File: src/pcpg_pkg.sv
// Package: payload types, controller command and status types, and widths.
package pcpg_pkg;

  typedef struct packed {
    logic        func;
    logic [3:0]  slot;
    logic signed [31:0] pos_x;
    logic signed [31:0] pos_y;
    logic signed [31:0] pos_z;
    logic signed [31:0] charge_strength;
  } in_beat_t;

  typedef struct packed {
    logic signed [47:0] potential;
    logic signed [47:0] grad_x;
    logic signed [47:0] grad_y;
    logic signed [47:0] grad_z;
    logic               singular;
  } out_beat_t;

  localparam logic FUNC_LOAD = 1'b0;
  localparam logic FUNC_EVAL = 1'b1;

  // Datapath operations issued by the controller.
  localparam logic [3:0] OP_NONE   = 4'd0;
  localparam logic [3:0] OP_CLEAR  = 4'd1;  // clear accumulators
  localparam logic [3:0] OP_FETCH  = 4'd2;  // registered read of one slot
  localparam logic [3:0] OP_DIFF   = 4'd3;  // differences and magnitudes
  localparam logic [3:0] OP_SQ     = 4'd4;  // one squared component per cycle
  localparam logic [3:0] OP_SQRT   = 4'd5;  // one root bit per cycle
  localparam logic [3:0] OP_LDDIV  = 4'd6;  // load dividend for one division
  localparam logic [3:0] OP_DIV    = 4'd7;  // one quotient bit per cycle
  localparam logic [3:0] OP_ACC    = 4'd8;  // clamp term and add to sum
  localparam logic [3:0] OP_MUL    = 4'd9;  // |charge| times |d component| product

  typedef struct packed {
    logic [3:0] op;
    logic [1:0] comp;     // component index 0..2, or 3 for the potential
    logic [6:0] bitn;     // bit index for iterative steps
  } dp_cmd_t;

  typedef struct packed {
    logic zero_dist;      // D is zero for the current charge
  } dp_stat_t;

  localparam int SQRT_BITS = 43;
  localparam int DIV_BITS  = 128;

endpackage

File: src/pcpg_ctrl.sv
// Controller: sequences load, evaluation and result hand-off.
module pcpg_ctrl #(
  parameter int MAX_CHARGES = 16,
  parameter int IW = 5
) (
  input  logic              clk,
  input  logic              rst,
  input  logic              in_valid,
  input  logic              in_func,
  input  logic [4:0]        count,
  input  logic              out_busy,
  input  pcpg_pkg::dp_stat_t stat,
  output logic              in_stall,
  output logic              load_en,
  output logic              latch_point,
  output logic [IW-1:0]     idx,
  output pcpg_pkg::dp_cmd_t cmd,
  output logic              done,
  output logic              done_sing
);

  localparam logic [3:0] S_IDLE  = 4'd0;
  localparam logic [3:0] S_NEXT  = 4'd1;
  localparam logic [3:0] S_FETCH = 4'd2;
  localparam logic [3:0] S_DIFF  = 4'd3;
  localparam logic [3:0] S_SQ    = 4'd4;
  localparam logic [3:0] S_CHK   = 4'd5;
  localparam logic [3:0] S_SQRT  = 4'd6;
  localparam logic [3:0] S_MUL   = 4'd7;
  localparam logic [3:0] S_LDDIV = 4'd8;
  localparam logic [3:0] S_DIV   = 4'd9;
  localparam logic [3:0] S_ACC   = 4'd10;
  localparam logic [3:0] S_DONE  = 4'd11;

  logic [3:0]    state, state_next;
  logic [IW:0]   cnt, cnt_next;
  logic [1:0]    comp, comp_next;
  logic [1:0]    pass, pass_next;
  logic [6:0]    bitn, bitn_next;
  logic [IW:0]   n_act;
  logic          sing, sing_next;

  always_comb begin
    if (32'(count) > MAX_CHARGES) n_act = (IW+1)'(MAX_CHARGES);
    else n_act = (IW+1)'(count);
  end

  assign in_stall    = (state != S_IDLE) || out_busy;
  assign load_en     = in_valid && !in_stall && (in_func == pcpg_pkg::FUNC_LOAD);
  assign latch_point = in_valid && !in_stall && (in_func == pcpg_pkg::FUNC_EVAL);
  assign idx         = cnt[IW-1:0];
  assign done        = (state == S_DONE);
  assign done_sing   = sing;

  always_comb begin
    state_next = state;
    cnt_next   = cnt;
    comp_next  = comp;
    pass_next  = pass;
    bitn_next  = bitn;
    sing_next  = sing;
    cmd        = '{op: pcpg_pkg::OP_NONE, comp: comp, bitn: bitn};
    unique case (state)
      S_IDLE: begin
        if (latch_point) begin
          cmd.op     = pcpg_pkg::OP_CLEAR;
          cnt_next   = '0;
          sing_next  = 1'b0;
          state_next = S_NEXT;
        end
      end
      S_NEXT: begin
        if (cnt >= n_act) state_next = S_DONE;
        else begin
          cmd.op     = pcpg_pkg::OP_FETCH;
          state_next = S_FETCH;
        end
      end
      S_FETCH: state_next = S_DIFF;
      S_DIFF: begin
        cmd.op     = pcpg_pkg::OP_DIFF;
        comp_next  = 2'd0;
        state_next = S_SQ;
      end
      S_SQ: begin
        cmd.op = pcpg_pkg::OP_SQ;
        if (comp == 2'd2) state_next = S_CHK;
        comp_next = comp + 2'd1;
      end
      S_CHK: begin
        if (stat.zero_dist) begin
          sing_next  = 1'b1;
          state_next = S_DONE;
        end else begin
          bitn_next  = 7'(pcpg_pkg::SQRT_BITS - 1);
          state_next = S_SQRT;
        end
      end
      S_SQRT: begin
        cmd.op = pcpg_pkg::OP_SQRT;
        bitn_next = bitn - 7'd1;
        if (bitn == 7'd0) begin
          comp_next  = 2'd3;
          state_next = S_LDDIV;
        end
      end
      S_MUL: begin
        cmd.op     = pcpg_pkg::OP_MUL;
        state_next = S_LDDIV;
      end
      S_LDDIV: begin
        cmd.op     = pcpg_pkg::OP_LDDIV;
        pass_next  = 2'd0;
        bitn_next  = 7'(pcpg_pkg::DIV_BITS - 1);
        state_next = S_DIV;
      end
      S_DIV: begin
        cmd.op    = pcpg_pkg::OP_DIV;
        bitn_next = bitn - 7'd1;
        if (bitn == 7'd0) begin
          if (comp != 2'd3 && pass != 2'd2) begin
            pass_next = pass + 2'd1;
            bitn_next = 7'(pcpg_pkg::DIV_BITS - 1);
          end else state_next = S_ACC;
        end
      end
      S_ACC: begin
        cmd.op = pcpg_pkg::OP_ACC;
        if (comp == 2'd2) begin
          cnt_next   = cnt + (IW+1)'(1);
          state_next = S_NEXT;
        end else begin
          comp_next  = (comp == 2'd3) ? 2'd0 : comp + 2'd1;
          state_next = S_MUL;
        end
      end
      S_DONE: state_next = S_IDLE;
      default: state_next = S_IDLE;
    endcase
  end

  always_ff @(posedge clk) begin
    if (rst) begin
      state <= S_IDLE;
      cnt   <= '0;
      comp  <= '0;
      pass  <= '0;
      bitn  <= '0;
      sing  <= 1'b0;
    end else begin
      state <= state_next;
      cnt   <= cnt_next;
      comp  <= comp_next;
      pass  <= pass_next;
      bitn  <= bitn_next;
      sing  <= sing_next;
    end
  end

endmodule

File: config.mk
export PLATFORM = sky130hd
export DESIGN_NAME = pcpg_ctrl
export DESIGN_NICKNAME = d
export VERILOG_FILES = /design/src/pcpg_pkg.sv /design/src/pcpg_ctrl.sv
export SDC_FILE = /design/constraint.sdc
export NUM_CORES = 1
export LEC_CHECK = 0
export ABC_AREA = 1
export CELL_PAD_IN_SITES_DETAIL_PLACEMENT = 2
export CELL_PAD_IN_SITES_GLOBAL_PLACEMENT = 2
export CORE_MARGIN = 4
export CORE_UTILIZATION = 32
export CTS_CLUSTER_DIAMETER = 30
export DETAILED_ROUTE_END_ITERATION = 10
export DONT_BUFFER_PORTS = 1
export PLACE_DENSITY = 0.82
export SETUP_SLACK_MARGIN = 0.3
export SYNTH_ARGS = -nofsm -noshare
export SYNTH_HDL_FRONTEND = slang
export SYNTH_SLANG_ARGS = --single-unit
File: constraint.sdc
create_clock -name clk -period 1.5 [get_ports clk]
set_input_delay 0 -clock clk [delete_from_list [all_inputs] [get_ports clk]]
set_output_delay 0 -clock clk [all_outputs]
set_load 0.03 [all_outputs]
==> results of run 1 <==
-- logic make-up after synthesis --
kind of cell / count (synthesis) / synth area share (%)
AND/OR/NAND/NOR: 151 / 38.2
buffers and inverters: 47 / 11.8
AO/OA/AOI/OAI: 34 / 11.5
flip-flops: 22 / 26.5
adder cells (fa/ha/maj): 11 / 8.30
XOR/XNOR: 7 / 3.70
-- timing repair --
item                       4_1_cts
hold endpoints to repair        12
setup buffers                   17
setup endpoints to repair       30
gates resized for setup         76
pin swaps                       28
-- stage by stage --
step | hold slack, ns | utilization [%] | cells | setup WS, ns
2_1_floorplan | 0.0617 | - | 272 | 0.147
3_3_place_gp | 0.0651 | 41.1 | 361 | -0.0930
3_5_place_dp | 0.0686 | 41.1 | 361 | -0.206
4_1_cts | -0.231 | 50.3 | 382 | 0.0188
==> summary.md, run 1 <==
| Metric | Value |
|---|---|
| Run status | `stopped before the end` |
| Last stage reached | `5_1_grt` |
| Stop err | `[ERROR DPL-0033] detailed placement checks failed during check placement.` |
| Chip Width | `80.0 um` |
| Post-synth top area share | `approximately a quarter` |
| Io pins | `34` |
| H-tree depth | `1` |
| Ys async rst share | `0%` |
| Chip height | `80.0 um` |
| Synthesized area | `1660 um2` |
| Sequential area share after synthesis | `26.5%` |
| Count of different cell masters after synthesis | `26` |
| CTS sink cnt | `22` |
| Largest net degree at the start of global routing | `14` |
| Post-synth EDFFs | `0` |
| Initial Util | `approximately 34%` |
| Synth area leaders | `dfxtp_1, nand2_1, inv_1` |
| # rows | `25` |
| Worst EP Category | `sequential cell input` |
| Post-GRT worst EP | `bitn[3]$_SDFFE_PP0P_/D` |
| Hpwl dp | `roughly 5.3 mm` |
| Cells after synthesis | `about 270` |
| Top-count cell post-synth | `nand2_1` |
| Synth Flop Type | `dfxtp_1` |
| Yosys reg bits | `22` |
| Port Buffers | `0` |
| Synthesized area per cell | `just over 6 um2` |
| Yosys top cell by area | `dfxtp_1` |
| Clock Tree Buf Depth | `2` |
| GP Congestion | `a little under 0.9` |
| Synth cell count leaders | `nand2_1, inv_1, nor2_1` |
| Root Driver | `clkbuf_8` |
| Initial antenna violation count | `0` |
| Inserted Clock Buffers | `3` |
| DP Area | `2010 um2` |
| Synthesized Nets | `about 290` |
| Yosys warns | `0` |
==> run 2: changes to the inputs <==
Settings changed: CELL_PAD_IN_SITES_DETAIL_PLACEMENT 2 to not set, CELL_PAD_IN_SITES_GLOBAL_PLACEMENT 2 to not set, CORE_UTILIZATION 32 to 35, CTS_CLUSTER_DIAMETER 30 to not set, PLACE_DENSITY 0.82 to not set, PLACE_DENSITY_LB_ADDON set to 0.15, SETUP_SLACK_MARGIN 0.3 to not set.
==> summary.md, run 2 <==
| Metric | Value |
|---|---|
| Initial antenna violation count | `0` |
| Worst Path Arrival | `between 1.5 and 2 ns` |
| Cells after synthesis | `272 (unchanged)` |
| Total Power | `slightly above 4 mW` |
| Synth Area in XOR/XNOR | `3.70% (unchanged)` |
| Starting DRT DRC Count | `65` |
| Largest family of logic cells by synthesized area | `simple AND/OR/NAND/NOR gates` |
| Post-synth EDFFs | `0 (unchanged)` |
| Drt first pass iters | `5` |
| H-tree depth | `1 (unchanged)` |
| Peak supply drop | `between 600 and 700 uV` |
| Reg clk slew, reported paths | `about 0.080 ns` |
| Io pins | `34 (unchanged)` |
| Worst Path Required | `1.50 ns` |
| DP Area | `2020 um2 (+0.44%)` |
| Largest net degree at the start of global routing | `14` |
| Initial Util | `37.1% (+3.1 points)` |
| Worst slew pin tran | `a little under 0.7 ns` |
| Synthesized Nets | `294 (unchanged)` |
| Fin area | `approximately 2400 um2` |
| PwrDens | `1680 nW/um2` |
| Synth Area in Simple Gates | `38.2% (unchanged)` |
| Worst hold path startpoint | `stat` |
| Chip height | `76.9 um (-3.9%)` |
| Post-synthesis mux area share | `0% (unchanged)` |
| Antenna Nets Post-Route | `0` |
| Layout net count | `approximately 350` |
| Port Buffers | `0 (unchanged)` |
| Number of global-route vias before repair | `1667` |
| Placed Cells | `360 (-0.28%)` |
| Vias | `roughly 1800` |
| # diodes | `0` |
| Drt wl/cell | `between 10 and 15 um` |
| Vias per cell | `just under 5` |
| Failing checks | `setup timing` |
| Clock Skews | `0.00390 ns` |
| Synthesized area | `1660 um2 (unchanged)` |
| Post-route DRC | `0` |
| Core area | `about 4500 um2` |
| Synthesized area per cell | `6.10 um2 (unchanged)` |
| Reg2Reg Setup Slack | `roughly 0.010 ns` |
| TritonCTS clock tree | `yes` |
| Hold Crit Class | `in -> reg` |
| Synth Area in Adders | `8.30% (unchanged)` |
| Commonest non-fill, non-tap cell in the layout | `nand2_1` |
| Worst r2r src | `bitn[1]` |
| Synth area leaders | `dfxtp_1, nand2_1, inv_1` |
| First-pass GRT wire length | `approximately 7.6 mm` |
| Worst Hold Path Cells | `3` |
| WHS Endpoint | `done_sing` |
| Worst slack at placement | `-0.0931 ns (+0.113 ns)` |
| Crit path buf inv count | `3` |
| Most frequent cells in the layout | `nand2_1, buf_4, inv_1` |
| Pins over their slew limit | `0` |
| Setup WS post-layout | `-0.0257 ns` |
| Root Driver | `clkbuf_8` |
| Inserted Clock Buffers | `3 (unchanged)` |
| Final hold viol count | `0` |
| CP cell instances | `nor2_4 -> nand2_2 -> inv_2 -> nand3_4 -> nor2_4 -> inv_2 -> o211ai_1 -> buf_4` |
| CTS sink cnt | `22 (unchanged)` |
| Post-synth top area share | `26.5% (unchanged)` |
| Share of cells above drive strength 1 | `roughly two fifths` |
| RSZ-0062 raised after global routing | `yes` |
| Filler cells | `436` |
| Top flop regs | `bitn: 7 flops, cnt: 6 flops, state: 4 flops` |
| Routed WL | `slightly below 5 mm` |
| GP Congestion | `0.853 (-1.9%)` |
| CP Launch Point | `state[1]` |
| Synth cell count leaders | `nand2_1, inv_1, nor2_1` |
| Reg-to-reg critical path endpoint | `state[0]` |
| Ys async rst share | `0% (unchanged)` |
| Compound-Gate Fraction of Synth Area | `11.5% (unchanged)` |
| Syn-to-layout area delta | `46.5%` |
| Clock Latency Late Sink | `roughly 0.27 ns` |
| Slew margin rel. | `a little over half` |
| CP peak stage delay | `between 0.3 and 0.4 ns` |
| Count of different cell masters after synthesis | `26 (unchanged)` |
| Remaining global-route overflow | `0` |
| CP endpoint kind | `output pin` |
| Setup CP Type | `reg -> out` |
| Run status | `finished with violations` |
| CP max FO | `5` |
| CP delay by family, top | `simple AND/OR/NAND/NOR gates` |
| Most flop-heavy register | `bitn` |
| Max frequency | `between 0.6 and 0.7 GHz` |
| Leak | `roughly 1.2 nW` |
| Reg2Reg Depth | `10` |
| Sequential area share after synthesis | `26.5% (unchanged)` |
| Tcrit/Tclk final | `102%` |
| Max Cap Viol | `0` |
| Hold Slack | `around 0.040 ns` |
| Post-Layout Cell Count | `377` |
| # rows | `24 (-4.0%)` |
| Chip Width | `76.9 um (-3.9%)` |
| Largest register FFs | `7` |
| Clock Tree Buf Depth | `2 (unchanged)` |
| Final setup violation count | `1` |
| Die area | `approximately 5900 um2` |
| Overall Global Routing Usage | `between 15 and 20%` |
| Synth Flop Type | `dfxtp_1` |
| Yosys top cell by area | `dfxtp_1` |
| Slowest-stage cell, CP | `dfxtp_4` |
| Yosys warns | `0 (unchanged)` |
| Hpwl dp | `3.70 mm (-30%)` |
| Final Critical Period | `between 1.5 and 2 ns` |
| Top-count cell post-synth | `nand2_1` |
| Yosys reg bits | `22 (unchanged)` |
| Startpoint Class | `register` |
## run 2: cell counts after synthesis
No cell type changed its count.
## run 2: routing by layer
layer	up-vias	routed length, um	GRT usage [%]
met2	33	2400	26.2
met4	0	57	4.71
met5	-	0	0
met3	7	198	2.58
met1	842	2280	20.5
li1	962	-	-
## run 2: what timing repair did
action,CTS,global route
gates cloned,0,0
resized for setup,36,44
pin swaps,7,17
endpoints found under the hold margin,14,0
buffers inserted,8,4
hold buffers,2,0
endpoints found under the setup margin,15,22
## run 2: worst max-delay path by stage
stage,to,cells after the start
after global routing,cmd[9],8
after floorplan,pass[0],10
after global placement,state[2],10
final,cmd[9],8
after CTS,cmd[9],8
after detailed placement,bitn[5],8
## run 2: area by class of cell
class	count	area [um2]	area share, %
Multi-Input combinational cell	203	1260	51.8
Sequential cell	22	463	19.0
Timing Repair Buffer	56	445	18.3
Inverter	41	156	6.43
Tap cell	52	65.1	2.68
Clock buffer	3	41.3	1.70
## run 2: logic make-up after synthesis
family	count (synthesis)
simple gates	151
flops	22
fa+ha+maj	11
compound gates	34
buf+inv	47
xor+xnor	7
## run 2: through the flow
step	setup TNS, ns	utilization [%]
after floorplan	-0.0384	-
after global placement	-1.16	45.1
after detailed placement	-0.615	45.1
after CTS	-0.0337	50.5
after global routing	-0.479	54.3
final	-0.0257	54.3
## run 2: power breakdown
part           switching (mW)  total [mW]  internal [mW]
clock                   0.204       0.383          0.180
sequential              0.155       0.888          0.733
combinational            1.64        2.80           1.17
total                    2.00        4.07           2.08
## run 2: worst register-to-register path, cell delays in order, from the launching register on
cell and delay [ns]:
dfxtp_2 0.33, inv_2 0.07, ha_4 0.13, inv_2 0.03, nor2_2 0.10, nand3_2 0.10, buf_6 0.15, nand2_4 0.06
nand3_1 0.15, nand2_2 0.16, a21oi_2 0.06
(Power assumes the default switching activity.)
==> run 3: changes to the inputs <==
Settings changed: RECOVER_POWER set to 100.
==> summary.md, run 3 (synthesis gave the netlist of run 2 again) <==
| Metric | Value |
|---|---|
| Vias | `1863 (+1.0%)` |
| H-tree depth | `1 (unchanged)` |
| Overall Global Routing Usage | `15.7% (unchanged)` |
| First-pass GRT wire length | `7.58 mm (unchanged)` |
| Final Critical Period | `1.52 ns (-0.00227 ns)` |
| Largest register FFs | `7 (unchanged)` |
| Final setup violation count | `1 (unchanged)` |
| Clock Tree Buf Depth | `2 (unchanged)` |
| CP Launch Point | `state[1]` |
| Setup tns final | `-0.0234 ns (+0.00227 ns)` |
| Worst r2r src | `bitn[1]` |
| Post-route DRC | `0 (unchanged)` |
| Setup WS post-layout | `-0.0234 ns (+0.00227 ns)` |
| Largest net degree at the start of global routing | `14 (unchanged)` |
| Syn-to-layout area delta | `44.0%` |
| Starting DRT DRC Count | `66 (+1.5%)` |
| Hold Crit Class | `in -> reg` |
| Routed WL | `4.94 mm (+0.16%)` |
| Leak | `1.16 nW (-3.3%)` |
| Max frequency | `0.656 GHz (+0.15%)` |
| CP max FO | `5 (unchanged)` |
| Most frequent cells in the layout | `nand2_1, buf_4, inv_1` |
| Io pins | `34 (unchanged)` |
| Worst hold path startpoint | `stat` |
| # rows | `24 (unchanged)` |
| Port Buffers | `0 (unchanged)` |
| Slew margin rel. | `54.9% (+0.66 points)` |
| Commonest non-fill, non-tap cell in the layout | `nand2_1` |
| Number of global-route vias before repair | `1667 (unchanged)` |
| Most flop-heavy register | `bitn` |
| Startpoint Class | `register` |
| TritonCTS clock tree | `yes` |
| Layout net count | `349 (unchanged)` |
| Filler cells | `446 (+2.3%)` |
| Register area | `462 um2 (-0.27%)` |
| Tcrit/Tclk final | `102% (-0.15 points)` |
| Worst slack at placement | `-0.0931 ns (unchanged)` |
| Multi-input gate area | `1260 um2 (-0.20%)` |
| Worst slew pin tran | `0.675 ns (-0.00989 ns)` |
| Chip height | `76.9 um (unchanged)` |
| Pins over their slew limit | `0 (unchanged)` |
| Initial Util | `37.1% (unchanged)` |
| Run status | `finished with violations` |
| Die area | `5910 um2 (unchanged)` |
| RSZ-0062 raised after global routing | `yes` |
| Share of cells above drive strength 1 | `36.9% (-3.4 points)` |
| Final hold viol count | `0 (unchanged)` |
| Root Driver | `clkbuf_8` |
| Drt wl/cell | `13.1 um (+0.16%)` |
| Antenna Nets Post-Route | `0 (unchanged)` |
| CTS sink cnt | `22 (unchanged)` |
| Clock Latency Late Sink | `0.27 ns (about the same)` |
| Top flop regs | `bitn: 7 flops, cnt: 6 flops, state: 4 flops` |
| Hpwl dp | `3.70 mm (unchanged)` |
| Core area | `4470 um2 (unchanged)` |
| Reg clk slew, reported paths | `0.08 ns (about the same)` |
| Remaining global-route overflow | `0 (unchanged)` |
| Setup CP Type | `reg -> out` |
| Clock Skews | `0.00466 ns (+0.000754 ns)` |
| Peak supply drop | `620 uV (about the same)` |
| # diodes | `0 (unchanged)` |
| Inserted Clock Buffers | `3 (unchanged)` |
| GP Congestion | `0.853 (unchanged)` |
| PwrDens | `1670 nW/um2 (-0.11%)` |
| Worst Path Arrival | `1.52 ns (about the same)` |
| Initial antenna violation count | `0 (unchanged)` |
| CP endpoint kind | `output pin` |
| Chip Width | `76.9 um (unchanged)` |
| Max Cap Viol | `0 (unchanged)` |
| Failing checks | `setup timing` |
| Vias per cell | `4.94 (+1.0%)` |
| Worst Path Required | `1.50 ns (about the same)` |
| Drt first pass iters | `5 (unchanged)` |
## run 3: what timing repair did
item,4_1_cts,5_1_grt
hold buffers,2,0
endpoints found under the hold margin,14,0
pin swaps,7,17
cloned,0,0
gates resized for setup,36,44
endpoints found under the setup margin,15,22
buffers inserted,8,4
## run 3: cell type report
type	instances	share of cell area, %
multi-input combinational	203	52.6
inverter	41	6.55
tap	52	2.72
sequential	22	19.3
clock buffer	3	1.73
timing repair buffer	56	17.0
## run 3: worst paths after layout
kind	endpoint	slack [ns]	cells after the start
worst max register to register	state[0]	0.01	10
worst min-delay path	done_sing	0.04	3
worst max-delay path	cmd[9]	-0.02	8
worst min register to register	pass[1]	0.48	2
## run 3: worst max-delay path, cell delays in order, from the launching register on
cell	delay, ns
dfxtp_4	0.39
nor2_4	0.13
nand2_2	0.09
inv_2	0.09
nand3_4	0.08
nor2_4	0.10
inv_2	0.05
o211ai_1	0.12
buf_4	0.21
## run 3: power by group
| part | internal [mW] | total [mW] | switching, mW |
|---|---|---|---|
| registers | 0.733 | 0.886 | 0.153 |
| logic | 1.10 | 2.73 | 1.63 |
| clock network | 0.180 | 0.383 | 0.203 |
## run 3: stage by stage
step	std cells	area [um2]	util (%)	power, mW	hold slack (ns)
global route	377	2390	53.4	4.28	0.109
finish	377	2390	53.4	4.00	0.0362
detailed placement	360	2020	45.1	3.13	0.0755
floorplan	272	1660	-	2.34	0.0691
CTS	373	2260	50.5	3.74	0.0343
global placement	360	2020	45.1	3.15	0.0708
## run 3: routing by layer
layer | wire (um) | GRT usage [%] | part of all wire [%] | vias to the layer above
li1 | - | - | - | 961
met1 | 2290 | 20.5 | 46 | 850
met2 | 2380 | 26.2 | 48 | 43
met3 | 199 | 2.58 | 4.0 | 9
met4 | 65 | 4.71 | 1.3 | 0
met5 | 0 | 0 | 0 | -
